$ cat src/hw/rtl/rppr_pkg.sv
// ----------------------------------------------------------------------------
// rppr_pkg: shared types, constants and helpers for the rotary pair rotator
// Word formats passed between the front end, the queue and the back end,
// the Taylor-series divisor table with its reciprocals, and the small
// arithmetic helpers used by more than one stage.
// ----------------------------------------------------------------------------
package rppr_pkg;

    // Default build values
    localparam int RPPR_HEAD_SIZE   = 128;
    localparam int RPPR_FREQ_BASE   = 10000;
    localparam int RPPR_QUEUE_DEPTH = 4;

    // Field widths
    localparam int POS_W   = 16;
    localparam int PAIR_W  = 6;
    localparam int VAL_W   = 16;
    localparam int PHASE_W = 32;
    localparam int TRIG_W  = 32;
    localparam int RES_W   = 19;

    localparam int FREQ_ROM_SIZE = 2 ** PAIR_W;

    // Fixed-point constants
    localparam logic [63:0] INV_TWO_PI_Q32 = 64'd683565276;
    localparam logic [32:0] TWO_PI_Q30     = 33'd6746518852;
    localparam logic [30:0] Q30_ONE        = 31'h4000_0000;
    localparam logic [30:0] QUARTER_TURN   = 31'h4000_0000;
    localparam logic [29:0] EIGHTH_TURN    = 30'h2000_0000;
    localparam logic [48:0] ROUND_HALF     = 49'h0_0000_2000_0000;

    // Quadrant codes (top two phase bits)
    localparam logic [1:0] QUAD_FIRST  = 2'd0;
    localparam logic [1:0] QUAD_SECOND = 2'd1;
    localparam logic [1:0] QUAD_THIRD  = 2'd2;
    localparam logic [1:0] QUAD_FOURTH = 2'd3;

    // Horner steps: divisors, reciprocal shifts (30 + ceil(log2 d)), reciprocals
    localparam int HSTEPS = 4;
    localparam int unsigned SIN_DIV [HSTEPS] = '{72, 42, 20, 6};
    localparam int unsigned COS_DIV [HSTEPS] = '{56, 30, 12, 2};
    localparam int unsigned SIN_SHF [HSTEPS] = '{37, 36, 35, 33};
    localparam int unsigned COS_SHF [HSTEPS] = '{36, 35, 34, 31};
    localparam logic [31:0] SIN_REC [HSTEPS] = '{
        32'((64'd1 << 37) / 64'd72), 32'((64'd1 << 36) / 64'd42),
        32'((64'd1 << 35) / 64'd20), 32'((64'd1 << 33) / 64'd6)};
    localparam logic [31:0] COS_REC [HSTEPS] = '{
        32'((64'd1 << 36) / 64'd56), 32'((64'd1 << 35) / 64'd30),
        32'((64'd1 << 34) / 64'd12), 32'((64'd1 << 31) / 64'd2)};

    // Queue word: phase plus the two values
    typedef struct packed {
        logic [PHASE_W-1:0]      phase;
        logic signed [VAL_W-1:0] first_value;
        logic signed [VAL_W-1:0] second_value;
    } rppr_word_t;

    // Values and fold info carried along the back end
    typedef struct packed {
        logic [1:0]              quad;
        logic                    swap;
        logic signed [VAL_W-1:0] first_value;
        logic signed [VAL_W-1:0] second_value;
    } rppr_side_t;

    // Queue status toward the front and back ends
    typedef struct packed {
        logic full;
        logic empty;
    } rppr_qstat_t;

    typedef struct packed {
        logic signed [VAL_W-1:0] value;
        logic                    clip;
    } rppr_sat_t;

    // Truncating integer square root (elaboration-time use only)
    function automatic logic [63:0] isqrt(input logic [63:0] v_in);
        logic [63:0] v;
        logic [63:0] r;
        logic [63:0] b;
        v = v_in;
        r = '0;
        b = 64'd1 << 62;
        while (b > v) b = b >> 2;
        while (b != 0) begin
            if (v >= r + b) begin
                v = v - (r + b);
                r = (r >> 1) + b;
            end else begin
                r = r >> 1;
            end
            b = b >> 2;
        end
        return r;
    endfunction

    // Finish one Horner step: floor(v / d) by reciprocal with one correction,
    // then one minus the quotient
    function automatic logic [30:0] horner_finish(
        input logic [61:0] prod,
        input logic [29:0] v,
        input int unsigned shf,
        input int unsigned dv
    );
        logic [61:0] q_full;
        logic [29:0] q0;
        logic [29:0] back;
        logic [29:0] rem;
        logic [29:0] q;
        q_full = prod >> shf;
        q0     = q_full[29:0];
        back   = 30'(q0 * 30'(dv));
        rem    = v - back;
        q      = (rem >= 30'(dv)) ? q0 + 30'd1 : q0;
        return Q30_ONE - {1'b0, q};
    endfunction

    // Clip a rounded result to 16 bits
    function automatic rppr_sat_t sat16(input logic signed [RES_W-1:0] r);
        rppr_sat_t s;
        if (r > 19'sd32767) begin
            s.value = 16'sh7FFF;
            s.clip  = 1'b1;
        end else if (r < -19'sd32768) begin
            s.value = 16'sh8000;
            s.clip  = 1'b1;
        end else begin
            s.value = r[VAL_W-1:0];
            s.clip  = 1'b0;
        end
        return s;
    endfunction

endpackage

$ cat src/hw/rtl/rppr_queue.sv
// ----------------------------------------------------------------------------
// rppr_queue: word queue between the front and back ends
// Small first-in first-out store; the head is visible combinationally.
// ----------------------------------------------------------------------------
module rppr_queue
    import rppr_pkg::*;
#(
    parameter int DEPTH = RPPR_QUEUE_DEPTH
)
(
    input  logic        clk,
    input  logic        rst_n,
    input  logic        push,
    input  rppr_word_t  wdata,
    input  logic        pop,
    output rppr_word_t  rdata,
    output rppr_qstat_t stat
);

    localparam int PTR_W = $clog2(DEPTH);
    localparam int CNT_W = $clog2(DEPTH + 1);

    rppr_word_t       mem [DEPTH];
    logic [PTR_W-1:0] wr_ptr_reg;
    logic [PTR_W-1:0] wr_ptr_next;
    logic [PTR_W-1:0] rd_ptr_reg;
    logic [PTR_W-1:0] rd_ptr_next;
    logic [CNT_W-1:0] count_reg;
    logic [CNT_W-1:0] count_next;

    assign stat.full  = (count_reg == CNT_W'(DEPTH));
    assign stat.empty = (count_reg == '0);
    assign rdata      = mem[rd_ptr_reg];

    // Pointer wrap and fill count
    always_comb
    begin
        wr_ptr_next = wr_ptr_reg;
        rd_ptr_next = rd_ptr_reg;
        count_next  = count_reg;
        if (push)
        begin
            wr_ptr_next = (wr_ptr_reg == PTR_W'(DEPTH - 1)) ? '0 : wr_ptr_reg + 1'b1;
        end
        if (pop)
        begin
            rd_ptr_next = (rd_ptr_reg == PTR_W'(DEPTH - 1)) ? '0 : rd_ptr_reg + 1'b1;
        end
        if (push && !pop)
        begin
            count_next = count_reg + 1'b1;
        end
        else if (pop && !push)
        begin
            count_next = count_reg - 1'b1;
        end
    end

    always_ff @(posedge clk or negedge rst_n)
    begin
        if (!rst_n)
        begin
            wr_ptr_reg <= '0;
            rd_ptr_reg <= '0;
            count_reg  <= '0;
        end
        else
        begin
            wr_ptr_reg <= wr_ptr_next;
            rd_ptr_reg <= rd_ptr_next;
            count_reg  <= count_next;
        end
    end

    // Storage
    always_ff @(posedge clk)
    begin
        if (push)
        begin
            mem[wr_ptr_reg] <= wdata;
        end
    end

    a_no_overflow: assert property (@(posedge clk) disable iff (!rst_n)
        !(push && stat.full))
        else $error("push into a full queue");

    a_no_underflow: assert property (@(posedge clk) disable iff (!rst_n)
        !(pop && stat.empty))
        else $error("pop from an empty queue");

    a_head_passes: assert property (@(posedge clk) disable iff (!rst_n)
        (push && stat.empty && !pop) |=> (rdata == $past(wdata)))
        else $error("word pushed into an empty queue is not at the head");

endmodule

$ cat config.mk
export PLATFORM = sky130hd
export DESIGN_NAME = rppr_queue
export DESIGN_NICKNAME = d
export VERILOG_FILES = /design/src/hw/rtl/rppr_pkg.sv /design/src/hw/rtl/rppr_queue.sv
export SDC_FILE = /design/constraint.sdc
export NUM_CORES = 1
export LEC_CHECK = 0
export BUFFER_PORTS_ARGS = -buffer_cell sky130_fd_sc_hd__buf_2
export CORE_ASPECT_RATIO = 1.5
export CORE_MARGIN = 10
export CORE_UTILIZATION = 50
export CTS_CLUSTER_SIZE = 8
export DETAILED_ROUTE_END_ITERATION = 8
export GPL_ROUTABILITY_DRIVEN = 0
export PLACE_DENSITY = 0.79
export RECOVER_POWER = 25
export REMOVE_ABC_BUFFERS = 1
export SLEW_MARGIN = 20
export SYNTH_ARGS = -nofsm -noshare
export SYNTH_HDL_FRONTEND = slang
export SYNTH_SLANG_ARGS = --single-unit
$ cat constraint.sdc
create_clock -name clk -period 5.8 [get_ports clk]
set_input_delay 0.29 -clock clk [delete_from_list [all_inputs] [get_ports clk]]
set_output_delay 0.29 -clock clk [all_outputs]
set_load 0.03 [all_outputs]
; ---- Word level (Yosys, flattened, before mapping)
; Memory sizes are Yosys's and may differ from the RTL's.
; Cells that the tools add are included.
[word_totals]
memories = 1
in_bits = 68
elab_cells = 23
reg_bits = 7
out_inout_bits = 66
mem_bits_rw = 256
[classes]
eq_ne = 3
n_addsub = 4
n_mux = 6
reduce_logical = 6
[mem_list]
columns = memory, depth, word_bits, rd, rd_clocked_by_memory_dff, write_ports, line_no
row1 = mem, 4, 64, 1, 0, 1, rppr_queue.sv:23  ; rppr_word_t mem [DEPTH];
[op_table]
columns = cell, count
row1 = two-way mux 3 bit, 2
row2 = "adder 2 x 1 -> 2 bit, second input constant", 2
row3 = "equality test 2 bit, second input constant", 2
row4 = two-way mux 2 bit, 2
row5 = "adder 3 x 1 -> 3 bit, second input constant", 1
row6 = "equality test 3 bit, second input constant", 1
row7 = zero test 3 bit, 1
row8 = "subtractor 3 x 1 -> 3 bit, second input constant", 1
row9 = logical AND 1 bit, 2
row10 = zero test 1 bit, 2
row11 = two-way mux 1 bit, 2
row12 = nonzero test 2 bit, 1

; ---- Logic depth before layout (Yosys ltp)
[logic_depth]
depth_word = 4
depth_mapped = 7
depth_no_buf = 7

; ---- Worst setup path before layout
; Ideal clock, no wire load.
[synth_timing]
path_kind = reg-to-reg
startpoint = register wr_ptr_reg[0]
endpoint = memory mem[0][0] (netlist name) (enable)
setup_time_ps = 429
arrival_time_ps = 2129
t_required_ps = 5371
stages_incl_launch_ff = 4
path_buffers = 0
setup_slack_ps = 3242
period_less_slack_ps = 2558
cell_sequence = dfrtp_1 inv_1 ha_1 and2_1
[synth_lines]
columns = item, line_no
row1 = start: declaration, rppr_queue.sv:24  ; logic [PTR_W-1:0] wr_ptr_reg;
row2 = start signal: assignment, rppr_queue.sv:69  ; wr_ptr_reg <= wr_ptr_next;
row3 = end: declaration, rppr_queue.sv:23
; Straight into the memory's write port.

==> qor.csv <==
stage;metric;value;unit
logic_synthesis;netlist_top_cells_count;edfxtp_1, mux4_2, dfrtp_1;
power;pwr-share-seq;41.1;%
clocking;cts_resized;0;
sta;fmax;318;MHz
placed_design;pre_cts_ws;3.03;ns
detailed_routing;vias;4449;
clocking;cts_tree;built;
logic_synthesis;synthArstFlopShare;2.66;%
clocking;post-cts-setup-buffers;0;
cells_and_area;drive_gt1_share;36.6;%
clocking;htree_levels;2;
sta;rsz0062_at_grt;false;
critical_path;reg2reg_slack;3.54;ns
job;drv_cap;0;
clocking;cts.clk_slew.worst_paths;0.05;ns
critical_path;slowest_delay;0.91;ns
floorplan;die_area;0.0254;mm2
critical_path;reg2reg_from;rd_ptr_reg[0];
status;status;completed;
worst_hold_path;hold_depth;1;
logic_synthesis;ys.flop_type;edfxtp_1;
worst_hold_path;min_from;wdata[45];
grt;overflow;0;
critical_path;cp_data_arrival_time;2.85;ns
logic_synthesis;yosysTopAreaCell;edfxtp_1;
grt;grt_use_met3;3.83;%
floorplan;fp-row-count;62;
cells_and_area;seq_area;0.00787;mm2
cells_and_area;fin_nets;640;
placed_design;io_buffers;133;
sta;drv_slew;0;
sta;clock_skew;0.00751;ns
grt;grt_usage;15.2;%
power;p_per_area;542;mW/mm2
floorplan;core;0.0191;mm2
detailed_routing;drt-initial-drc-count;256;
clocking;cts_buffers;38;
clocking;clock_latency;0.50;ns
clocking;root_buffer;clkbuf_16;
worst_hold_path;hold_class;input pin to flop;
cells_and_area;multiInputGateArea;0.00167;mm2
logic_synthesis;yosysSeqAreaShare;81.5;%
sta;maxSlewHeadroom;32.8;%
logic_synthesis;avgSynthCellArea;26.0;um2
logic_synthesis;yosysMostFrequentCell;edfxtp_1;
logic_synthesis;synth_warnings;0;
placed_design;dp.cells;748;
power;power.switching;2.09;mW
sta;fin_crit_sh;54.1;%
critical_path;cp.required;5.51;ns
placed_design;dp_hpwl;10.9;mm
power;peakVddDrop;0.342;mV
logic_synthesis;ys_seq_elements;263;
grt;top_usage_layer;met2;
clocking;cts.sinks;263;
detailed_routing;first_pass_iters;4;
power;power.share.switching;32.4;%
cells_and_area;area_growth;23.2;%
floorplan;die_h;190;um
critical_path;end_kind;primary output;
detailed_routing;postRouteAntennaNets;0;
logic_synthesis;syn_inst;371;
power;p_int;4.36;mW
sta;finalSetupViolCount;0;
power;leakagePower;4.03;nW
sta;fin_crit;3.14;ns
sta;finalHoldViolCount;0;
grt;met1_usage;16.3;%
detailed_routing;wl_per_cell;22.3;um
grt;antenna_found_initial;5;
critical_path;critPathMaxFanout;38;
detailed_routing;wirelength;18.7;mm
worst_hold_path;hold_end;mem[0][45];
cells_and_area;fill_cells;1339;
detailed_routing;vias_per_cell;5.30;
cells_and_area;largest_reg_flops;256;
clocking;hold_buffers;33;
critical_path;start_kind;flop;
critical_path;path_cells;buf_4 > mux4_2 > buf_2;
logic_synthesis;synth_top_area_share;79.7;%
power;power;6.45;mW
sta;worst_slack;2.66;ns
cells_and_area;finalNonFillerCells;839;
power;combPwrFrac;29.6;%
cells_and_area;finalCoreUtilization;62.3;%
grt;use_met2;27.6;%
critical_path;crit_path_top_delay_cell;dfrtp_4;
logic_synthesis;ys_types;19;
grt;grt_max_degree;65;
floorplan;die_w;133;um
logic_synthesis;synth_area_leaders;edfxtp_1, mux4_2, dfrtp_1, ha_1, buf_6;
critical_path;rr_worst_depth;3;
critical_path;r2r_end;rd_ptr_reg[1];
grt;grt_pass1_wl;29.6;mm
sta;worst_slew_pin_slew;1.01;ns
floorplan;start_util;50.5;%
critical_path;crit_type;flop to primary output;
logic_synthesis;syn_area;0.00965;mm2
detailed_routing;post-route-drc-count;0;
floorplan;ios;134;
grt;grt_pass1_vias;5182;
sta;setup_tns;0;ns
clocking;cts_buffer_depth;3;
power;clock_power_share;29.3;%
logic_synthesis;synth_edf_count;256;
## cells by family after synthesis
family | synth area share, %
buf+inv | 1.25
fa+ha+maj | 0.986
mux | 15.3
xor+xnor | 0.272
flops | 81.5
compound gates | 0.104
simple gates | 0.584
## per-layer routing
metal / share of wire, % / vias to the layer above
met5: 0.096 / -
met4: 2.2 / 2
met3: 4.9 / 33
met2: 57 / 116
met1: 35 / 2318
li1: - / 1980
## cell type report
type	count	share of cell area [%]
Multi-Input combinational cell	90	14.1
Clock inverter	3	0.284
Tap cell	256	2.70
Inverter	4	0.126
Antenna cell	4	0.0842
Timing Repair Buffer	168	8.12
Sequential cell	263	66.2
Clock buffer	51	8.41
## worst max path at each step
stage                  startpoint   endpoint  slack (ns)  depth (start not counted)
floorplan           rd_ptr_reg[0]   rdata[0]        2.14                          1
global placement    rd_ptr_reg[0]  rdata[56]        3.04                          3
detailed placement  rd_ptr_reg[0]  rdata[58]        3.03                          3
CTS                 rd_ptr_reg[0]  rdata[58]        2.49                          3
global route        rd_ptr_reg[0]  rdata[62]        2.37                          3
finish              rd_ptr_reg[0]  rdata[34]        2.66                          3
## per-stage QoR
step,instance area [um2],hold slack (ns)
6_report,11900,0.0731
5_1_grt,11900,0.0696
4_1_cts,11900,0.0000717
3_5_place_dp,10600,0.139
3_3_place_gp,10600,0.125
2_1_floorplan,9540,-0.00559
## cell usage in the layout (no fill, tap or decap), drive strengths merged
| master | count |
|---|---|
| edfxtp | 256 |
| buf | 98 |
| clkbuf | 88 |
| mux4 | 64 |
| dlygate4sd3 | 33 |
| dfrtp | 7 |
| ha | 6 |
| inv | 6 |
| diode | 4 |
| and2 | 4 |
| mux2 | 3 |
| nor2 | 3 |
| nand2 | 2 |
| o21ai | 2 |
| xor2 | 2 |
| nor3 | 1 |
| nor3b | 1 |
| xnor2 | 1 |
| fa | 1 |
| clkinv | 1 |
## worst max-delay path, delay by kind of cell, from the launching register on
| kind | cells | cell delay, ns |
|---|---|---|
| buffers and inverters | 2 | 0.83 |
| multiplexers | 1 | 0.60 |
| flip-flops | 1 | 0.91 |
## power by group through the flow
stage               Sequential [mW]  Combinational, mW  Clock [mW]
global placement               2.67               1.91           0
floorplan                      2.70               1.35           0
detailed placement             2.70               1.93           0
finish                         2.65               1.91        1.89
CTS                            2.66               1.96        1.93
global route                   2.70               2.03        2.02
Note: power is estimated with default switching activity, not from simulation.
