`src/hw/rtl/rppr_pkg.sv`:
```
// ----------------------------------------------------------------------------
// rppr_pkg: shared types, constants and helpers for the rotary pair rotator
// Word formats passed between the front end, the queue and the back end,
// the Taylor-series divisor table with its reciprocals, and the small
// arithmetic helpers used by more than one stage.
// ----------------------------------------------------------------------------
package rppr_pkg;

    // Default build values
    localparam int RPPR_HEAD_SIZE   = 128;
    localparam int RPPR_FREQ_BASE   = 10000;
    localparam int RPPR_QUEUE_DEPTH = 4;

    // Field widths
    localparam int POS_W   = 16;
    localparam int PAIR_W  = 6;
    localparam int VAL_W   = 16;
    localparam int PHASE_W = 32;
    localparam int TRIG_W  = 32;
    localparam int RES_W   = 19;

    localparam int FREQ_ROM_SIZE = 2 ** PAIR_W;

    // Fixed-point constants
    localparam logic [63:0] INV_TWO_PI_Q32 = 64'd683565276;
    localparam logic [32:0] TWO_PI_Q30     = 33'd6746518852;
    localparam logic [30:0] Q30_ONE        = 31'h4000_0000;
    localparam logic [30:0] QUARTER_TURN   = 31'h4000_0000;
    localparam logic [29:0] EIGHTH_TURN    = 30'h2000_0000;
    localparam logic [48:0] ROUND_HALF     = 49'h0_0000_2000_0000;

    // Quadrant codes (top two phase bits)
    localparam logic [1:0] QUAD_FIRST  = 2'd0;
    localparam logic [1:0] QUAD_SECOND = 2'd1;
    localparam logic [1:0] QUAD_THIRD  = 2'd2;
    localparam logic [1:0] QUAD_FOURTH = 2'd3;

    // Horner steps: divisors, reciprocal shifts (30 + ceil(log2 d)), reciprocals
    localparam int HSTEPS = 4;
    localparam int unsigned SIN_DIV [HSTEPS] = '{72, 42, 20, 6};
    localparam int unsigned COS_DIV [HSTEPS] = '{56, 30, 12, 2};
    localparam int unsigned SIN_SHF [HSTEPS] = '{37, 36, 35, 33};
    localparam int unsigned COS_SHF [HSTEPS] = '{36, 35, 34, 31};
    localparam logic [31:0] SIN_REC [HSTEPS] = '{
        32'((64'd1 << 37) / 64'd72), 32'((64'd1 << 36) / 64'd42),
        32'((64'd1 << 35) / 64'd20), 32'((64'd1 << 33) / 64'd6)};
    localparam logic [31:0] COS_REC [HSTEPS] = '{
        32'((64'd1 << 36) / 64'd56), 32'((64'd1 << 35) / 64'd30),
        32'((64'd1 << 34) / 64'd12), 32'((64'd1 << 31) / 64'd2)};

    // Queue word: phase plus the two values
    typedef struct packed {
        logic [PHASE_W-1:0]      phase;
        logic signed [VAL_W-1:0] first_value;
        logic signed [VAL_W-1:0] second_value;
    } rppr_word_t;

    // Values and fold info carried along the back end
    typedef struct packed {
        logic [1:0]              quad;
        logic                    swap;
        logic signed [VAL_W-1:0] first_value;
        logic signed [VAL_W-1:0] second_value;
    } rppr_side_t;

    // Queue status toward the front and back ends
    typedef struct packed {
        logic full;
        logic empty;
    } rppr_qstat_t;

    typedef struct packed {
        logic signed [VAL_W-1:0] value;
        logic                    clip;
    } rppr_sat_t;

    // Truncating integer square root (elaboration-time use only)
    function automatic logic [63:0] isqrt(input logic [63:0] v_in);
        logic [63:0] v;
        logic [63:0] r;
        logic [63:0] b;
        v = v_in;
        r = '0;
        b = 64'd1 << 62;
        while (b > v) b = b >> 2;
        while (b != 0) begin
            if (v >= r + b) begin
                v = v - (r + b);
                r = (r >> 1) + b;
            end else begin
                r = r >> 1;
            end
            b = b >> 2;
        end
        return r;
    endfunction

    // Finish one Horner step: floor(v / d) by reciprocal with one correction,
    // then one minus the quotient
    function automatic logic [30:0] horner_finish(
        input logic [61:0] prod,
        input logic [29:0] v,
        input int unsigned shf,
        input int unsigned dv
    );
        logic [61:0] q_full;
        logic [29:0] q0;
        logic [29:0] back;
        logic [29:0] rem;
        logic [29:0] q;
        q_full = prod >> shf;
        q0     = q_full[29:0];
        back   = 30'(q0 * 30'(dv));
        rem    = v - back;
        q      = (rem >= 30'(dv)) ? q0 + 30'd1 : q0;
        return Q30_ONE - {1'b0, q};
    endfunction

    // Clip a rounded result to 16 bits
    function automatic rppr_sat_t sat16(input logic signed [RES_W-1:0] r);
        rppr_sat_t s;
        if (r > 19'sd32767) begin
            s.value = 16'sh7FFF;
            s.clip  = 1'b1;
        end else if (r < -19'sd32768) begin
            s.value = 16'sh8000;
            s.clip  = 1'b1;
        end else begin
            s.value = r[VAL_W-1:0];
            s.clip  = 1'b0;
        end
        return s;
    endfunction

endpackage

```
`src/hw/rtl/rppr_front.sv`:
```
// ----------------------------------------------------------------------------
// rppr_front: input stage, frequency lookup and phase
// Takes words from the input channel, looks up the turn frequency of the
// pair in a build-time table, forms the phase and pushes it to the queue.
// ----------------------------------------------------------------------------
module rppr_front
    import rppr_pkg::*;
#(
    parameter int HEAD_SIZE = RPPR_HEAD_SIZE,
    parameter int FREQ_BASE = RPPR_FREQ_BASE
)
(
    input  logic                    clk,
    input  logic                    rst_n,
    input  logic                    item_valid,
    output logic                    item_stall,
    input  logic [POS_W-1:0]        position,
    input  logic [PAIR_W-1:0]       pair_index,
    input  logic signed [VAL_W-1:0] first_value,
    input  logic signed [VAL_W-1:0] second_value,
    input  rppr_qstat_t             qstat,
    output logic                    push,
    output rppr_word_t              push_word
);

    // Turn frequency FREQ_BASE^(-2*idx/HEAD_SIZE) as a Q0.32 fraction of a turn
    function automatic logic [31:0] turn_freq(input int unsigned idx);
        logic [63:0] base;
        logic [63:0] m;
        logic [63:0] lg;
        logic [63:0] e;
        logic [63:0] k;
        logic [63:0] f;
        logic [63:0] r;
        logic [63:0] c;
        logic [63:0] prod;
        int n;
        base = 64'(FREQ_BASE);
        if (base == 0) base = 64'd1;
        n = 0;
        while (n < 63 && (base >> (n + 1)) != 0) n++;
        m  = (n <= 31) ? (base << (31 - n)) : (base >> (n - 31));
        lg = '0;
        for (int j = 1; j <= 32; j++) begin
            m = (m * m) >> 31;
            if (m >= 64'h1_0000_0000) begin
                m  = m >> 1;
                lg = lg | (64'd1 << (32 - j));
            end
        end
        lg = lg | (64'(n) << 32);
        e  = (lg * 64'd2 * 64'(idx)) / HEAD_SIZE;
        k  = e >> 32;
        f  = e & 64'hFFFF_FFFF;
        r  = 64'd1 << 32;
        c  = 64'd1 << 31;
        for (int j = 1; j <= 32; j++) begin
            c = isqrt(c << 32);
            if (((f >> (32 - j)) & 64'd1) != 0) r = (r * c) >> 32;
        end
        prod = r * INV_TWO_PI_Q32;
        if (k >= 32) return 32'd0;
        return 32'(prod >> (32 + k));
    endfunction

    // Frequency table, one entry per pair index
    logic [31:0] freq_rom [FREQ_ROM_SIZE];

    for (genvar i = 0; i < FREQ_ROM_SIZE; i++)
    begin : g_rom
        localparam logic [31:0] FreqVal = turn_freq(i);
        assign freq_rom[i] = FreqVal;
    end

    logic                    s1_valid_reg;
    logic [POS_W-1:0]        s1_pos_reg;
    logic [31:0]             s1_freq_reg;
    logic signed [VAL_W-1:0] s1_first_reg;
    logic signed [VAL_W-1:0] s1_second_reg;
    logic                    s2_valid_reg;
    rppr_word_t              s2_word_reg;
    logic                    s1_ready;
    logic                    s2_ready;
    logic                    accept;
    logic [47:0]             phase_prod;

    // Handshake: each stage moves when the one after it has room
    assign s2_ready   = !s2_valid_reg || !qstat.full;
    assign s1_ready   = !s1_valid_reg || s2_ready;
    assign item_stall = !s1_ready;
    assign accept     = item_valid && s1_ready;
    assign push       = s2_valid_reg && !qstat.full;
    assign push_word  = s2_word_reg;

    // Low 32 bits of position times frequency
    assign phase_prod = s1_pos_reg * s1_freq_reg;

    // Stage valids
    always_ff @(posedge clk or negedge rst_n)
    begin
        if (!rst_n)
        begin
            s1_valid_reg <= 1'b0;
            s2_valid_reg <= 1'b0;
        end
        else
        begin
            if (s1_ready)
            begin
                s1_valid_reg <= item_valid;
            end
            if (s2_ready)
            begin
                s2_valid_reg <= s1_valid_reg;
            end
        end
    end

    // Stage payloads
    always_ff @(posedge clk)
    begin
        if (accept)
        begin
            s1_pos_reg    <= position;
            s1_freq_reg   <= freq_rom[pair_index];
            s1_first_reg  <= first_value;
            s1_second_reg <= second_value;
        end
        if (s2_ready && s1_valid_reg)
        begin
            s2_word_reg.phase        <= phase_prod[PHASE_W-1:0];
            s2_word_reg.first_value  <= s1_first_reg;
            s2_word_reg.second_value <= s1_second_reg;
        end
    end

    // Input is held off only while both stages are full
    a_stall_full: assert property (@(posedge clk) disable iff (!rst_n)
        item_stall |-> (s1_valid_reg && s2_valid_reg))
        else $error("input stalled with a free front stage");

endmodule

```
`config.mk`:
```
export PLATFORM = sky130hd
export DESIGN_NAME = rppr_front
export DESIGN_NICKNAME = d
export VERILOG_FILES = /design/src/hw/rtl/rppr_pkg.sv /design/src/hw/rtl/rppr_front.sv
export SDC_FILE = /design/constraint.sdc
export NUM_CORES = 1
export LEC_CHECK = 0
export BUFFER_PORTS_ARGS = -buffer_cell sky130_fd_sc_hd__clkbuf_2
export CORE_MARGIN = 2
export CORE_UTILIZATION = 30
export CTS_CLUSTER_DIAMETER = 120
export DETAILED_ROUTE_END_ITERATION = 6
export GPL_ROUTABILITY_DRIVEN = 0
export PLACE_DENSITY = 0.44
export RECOVER_POWER = 50
export SKIP_CTS_REPAIR_TIMING = 1
export SYNTH_ARGS = -nofsm -noshare
export SYNTH_HDL_FRONTEND = slang
export SYNTH_SLANG_ARGS = --single-unit
export TNS_END_PERCENT = 5
```
`constraint.sdc`:
```
create_clock -name clk -period 8.1 [get_ports clk]
set_input_delay 0 -clock clk [delete_from_list [all_inputs] [get_ports clk]]
set_output_delay 0 -clock clk [all_outputs]
set_load 0.005 [all_outputs]
```
# After elaboration in Yosys (flattened, before gate mapping)
# Memory sizes are Yosys's and may differ from the RTL's. A register that Yosys moved wholly into a read port is not among the register bits.
# Cells that the tools add are included.
dict set report word_totals {
  output_inout_bits 66
  mem_count 1
  regBits 114
  mem_bits_ro 2048
  elab_cells 20
}
# name words word_bits read_ports rd_clocked_by_memory_dff write_ports line_no
set memory_table {}
lappend memory_table {{(no name shown)} 64 32 1 1 0 rppr_front.sv:125} ;# s1_freq_reg <= freq_rom[pair_index];
dict set report op_classes {
  n_reduce_logical 9
  multipliers 1
  bitwise_logic 1
}
# op n
set ops {}
lappend ops {{16-bit by 32-bit multiplier with 32-bit output} 1}
lappend ops {{6-bit inverter with 7-bit output} 1}
lappend ops {{1-bit zero test} 4}
lappend ops {{1-bit logical AND} 3}
lappend ops {{1-bit logical OR} 2}

# Depth between registers and ports, before layout
dict set report logic_depth {
  depth_word 4
  mapped_depth 23
}

# Least setup slack after synthesis
# OpenSTA, ideal clock, no wires.
dict set report synth_path {
  kind {reg2reg}
  from {register s1_pos_reg[2]}
  to {register s2_word_reg (netlist bit push_word[56]), data pin}
  t_arrival_ps 5768
  synth_period_minus_slack_ps 6034
  setup_ps 266
  path_stages_with_launch 21
  t_required_ps 7834
  setup_slack_ps 2066
  path_buffers 2
  path_cell_list {edfxtp_1 > clkbuf_1 > clkbuf_1 > nand2_1 > fa_1 > fa_1 > fa_1 > inv_1 > fa_1 > fa_1 > inv_1 > fa_1 > inv_1 > ha_1 > a21o_1 > a221oi_2 > o21ai_1 > a221o_1 > a32o_1 > mux2i_1 > nand4_1}
}
dict set report synth_via {
  elab_chain_cells 1
}
# item line_no
set synth_lines {}
lappend synth_lines {{start, declared} rppr_front.sv:76} ;# logic [POS_W-1:0] s1_pos_reg;
lappend synth_lines {{start signal, assigned} rppr_front.sv:124} ;# s1_pos_reg <= position;
lappend synth_lines {{16-bit by 32-bit multiplier with 32-bit output} rppr_front.sv:96} ;# assign phase_prod = s1_pos_reg * s1_freq_reg;
lappend synth_lines {{via phase_prod[24]} rppr_front.sv:85} ;# logic [47:0] phase_prod;
lappend synth_lines {{end, declared} rppr_front.sv:81} ;# rppr_word_t s2_word_reg;
# The timed path passes the listed nets, and every way through them passes these cells.
# A chain may end at the register's enable or synchronous reset.

# Worst setup path after layout
dict set report layout_path {
  from {register s1_pos_reg[3]}
  to {register s2_word_reg (netlist bit push_word[63]), data pin}
}
# The elaborated chain is that of the path after synthesis.

==> results by group <==
Status
  • Status: finished with violations
  • Failing checks: max-capacitance violations, max-slew violations

Timing
  • Hold Slack: 0.135 ns
  • RSZ-0062 raised after global routing: no
  • Max Fclk: 145 MHz
  • Setup violators final: 0
  • Skew final: 0.0145 ns
  • Fin crit period: 6.90 ns
  • Period utilization: 0.852
  • Worst rel slew slack: -0.478
  • Max Slew Vio Count: 66
  • Final hold violation count: 0
  • Worst slew pin tran: 2.22 ns
  • Sum Neg Setup Slack: 0 ns

Die
  • Chip height: 250 um
  • Effective utilization at floorplan: 0.302
  • # IOs: 125
  • Area of the die: 62300 um2
  • Row cnt: 90
  • Core Area: 60000 um2
  • Die Wd: 250 um

Worst setup path
  • FF-to-FF Start: s1_pos_reg[3]$_DFFE_PP_
  • Crit Path Category: reg -> reg
  • Startpoint Class: flop
  • WP data arrival: 7.12 ns
  • Crit-path leading delay family: adder cells
  • WP data required: 8.31 ns
  • Slowest-stage cell, CP: edfxtp_1
  • Crit end category: flop
  • R2R depth: 18
  • CP dominant cell by count: fa_1
  • R2R Path End: push_word[63]$_DFFE_PP_
  • CP max FO: 18
  • Reg2reg setup slack: 1.20 ns
  • CP max stage delay: 1.00 ns
  • CP Cell Sequence: buf_4 -> nand2_1 -> fa_1 -> fa_1 -> fa_1 -> inv_1 -> fa_1 -> fa_1 -> inv_1 -> fa_1 -> inv_1 -> ha_1 -> nand3_1 -> or3_1 -> o22ai_1 -> a41oi_2 -> o21ai_1 -> xnor2_1
  • Worst path bufs/invs: 4

Global route
  • GR Overflow Total: 0
  • All-Layer GR Usage: 0.172
  • Gr busiest metal: met2
  • Largest net degree at the start of global routing: 105
  • Initial antenna violation count: 0
  • First-pass GRT wire length: 81700 um
  • Met1 usage: 0.233
  • M3 GR Usage: 0.0300
  • Vias in the first global route: 13900
  • Met2 Usage GRT: 0.284

Hold path
  • Hold endpoint: s1_freq_reg[26]$_SDFFCE_PP0P_
  • Worst hold path type: in -> reg
  • Hold Crit Depth: 3
  • Hold_sp: pair_index[5]

Yosys
  • Post-synth top area cell: fa_1
  • Post-Synthesis Cell Area: 18100 um2
  • Unique masters post-synth: 66
  • Synth Flop Type: edfxtp_1
  • Dominant cells by area after synthesis: fa_1, edfxtp_1, inv_1
  • Post-synth top cells: inv_1, fa_1, nand2_1, and2_1, edfxtp_1
  • Synth warn: 0
  • Post-synthesis sequential area ratio: 0.238
  • Count of state elements after synthesis: 144
  • Number of synthesized flops with an enable pin: 142
  • Yosys top cell area share: 0.335
  • Avg Cell Area, Syn: 9.52 um2
  • Most frequent cell after synthesis: inv_1
  • Synthesized Nets: 2342
  • Mapped Cells: 1901
  • Ys async rst share: 0.0139

Drt
  • WL final: 52000 um
  • Vias: 13500
  • Antenna Nets Post-Route: 0
  • Post-route DRC: 0
  • Mean number of vias per cell: 4.82
  • DR pass1 iterations: 5
  • Routed wire per std cell: 18.5 um
  • Initial DRC count: 1181

Placed design
  • Post-placement cell area: 19500 um2
  • IO buf count: 123
  • Dpl hpwl: 38700 um

Clocking
  • Total CTS buffers: 17
  • H-tree level count: 4
  • CTS sink cnt: 144
  • Worst skew pair latency: 0.48 ns
  • Longest Clk Path Bufs: 2
  • Clock Pin Slew Worst Setup and Hold Paths: 0.07 ns
  • CTS root buf: clkbuf_16
  • CTS tree: yes

Run
  • MaxCap Viol Count: 2

Layout
  • Layout cell share with drive strength beyond 1: 0.0765
  • Largest register FFs: 64
  • Area Overhead vs Synth: 13.8%
  • Cell area after layout: 20600 um2
  • Final Net Count: 2455
  • Fill cell count: 6250
  • ANT cells: 0
## worst min-delay path, delay by kind of cell
kind                   cells  cell delay [ns]
AND/OR/NAND/NOR            1             0.14
buffers and inverters      2             0.33
## layout by cell type (no fill, tap or decap), types with 53 or more instances in the layout
cell type,netlist,layout
edfxtp_1,142,142
and2_1,147,146
nor2_1,74,74
inv_1,354,354
fa_1,303,303
a21oi_1,89,89
clkbuf_2,0,78
ha_1,79,79
nand2_1,300,300
dlygate4sd3_1,0,53
## metrics by stage
stage                     instances   util  setup slack, ns
final                          2809  0.343             1.20
after global routing           2809  0.343            0.828
after CTS                      2756  0.335             1.08
after detailed placement       2724  0.325             1.15
after global placement         2724  0.325             1.14
after floorplan                1901      -             2.07
## area by class of cell
class	count	area, um2	share of cell area
multi-input cells	1290	12000	0.585
clock buffers	17	425	0.0207
clock inverters	15	191	0.00930
flip-flops and latches	144	4310	0.210
repair buffers	205	1310	0.0634
well taps	782	978	0.0475
inverters	356	1340	0.0649
## layer usage
layer  up-vias  share of wire
li1       6184              -
met1      6916           0.45
met5         -              0
met3        59          0.046
met2       371           0.49
met4         0          0.019
## worst max path at each step
stage | start | end | slack [ns] | cells past startpoint
6_report | s1_pos_reg[3]$_DFFE_PP_ | push_word[63]$_DFFE_PP_ | 1.20 | 18
5_1_grt | s1_pos_reg[3]$_DFFE_PP_ | push_word[59]$_DFFE_PP_ | 0.83 | 18
4_1_cts | s1_pos_reg[3]$_DFFE_PP_ | push_word[63]$_DFFE_PP_ | 1.08 | 18
3_5_place_dp | s1_pos_reg[3]$_DFFE_PP_ | push_word[63]$_DFFE_PP_ | 1.15 | 18
3_3_place_gp | s1_pos_reg[3]$_DFFE_PP_ | push_word[63]$_DFFE_PP_ | 1.14 | 18
2_1_floorplan | s1_pos_reg[2]$_DFFE_PP_ | push_word[56]$_DFFE_PP_ | 2.07 | 20
## kinds of logic (layout without fill, tap and decap cells)
group                    after synthesis  in the layout  share of synthesized area
AND/OR/NAND/NOR                      573            573                      0.145
flip-flops                           144            144                      0.238
XOR/XNOR                              50             50                     0.0242
adder cells (fa/ha/maj)              382            382                      0.390
multiplexers                          13             13                    0.00864
buffers and inverters                467            593                     0.0971
AO/OA/AOI/OAI                        272            272                     0.0973
Power is left out: the tool's default activity adds up to more than one toggle a clock period on the data nets, which glitch-free logic cannot reach.
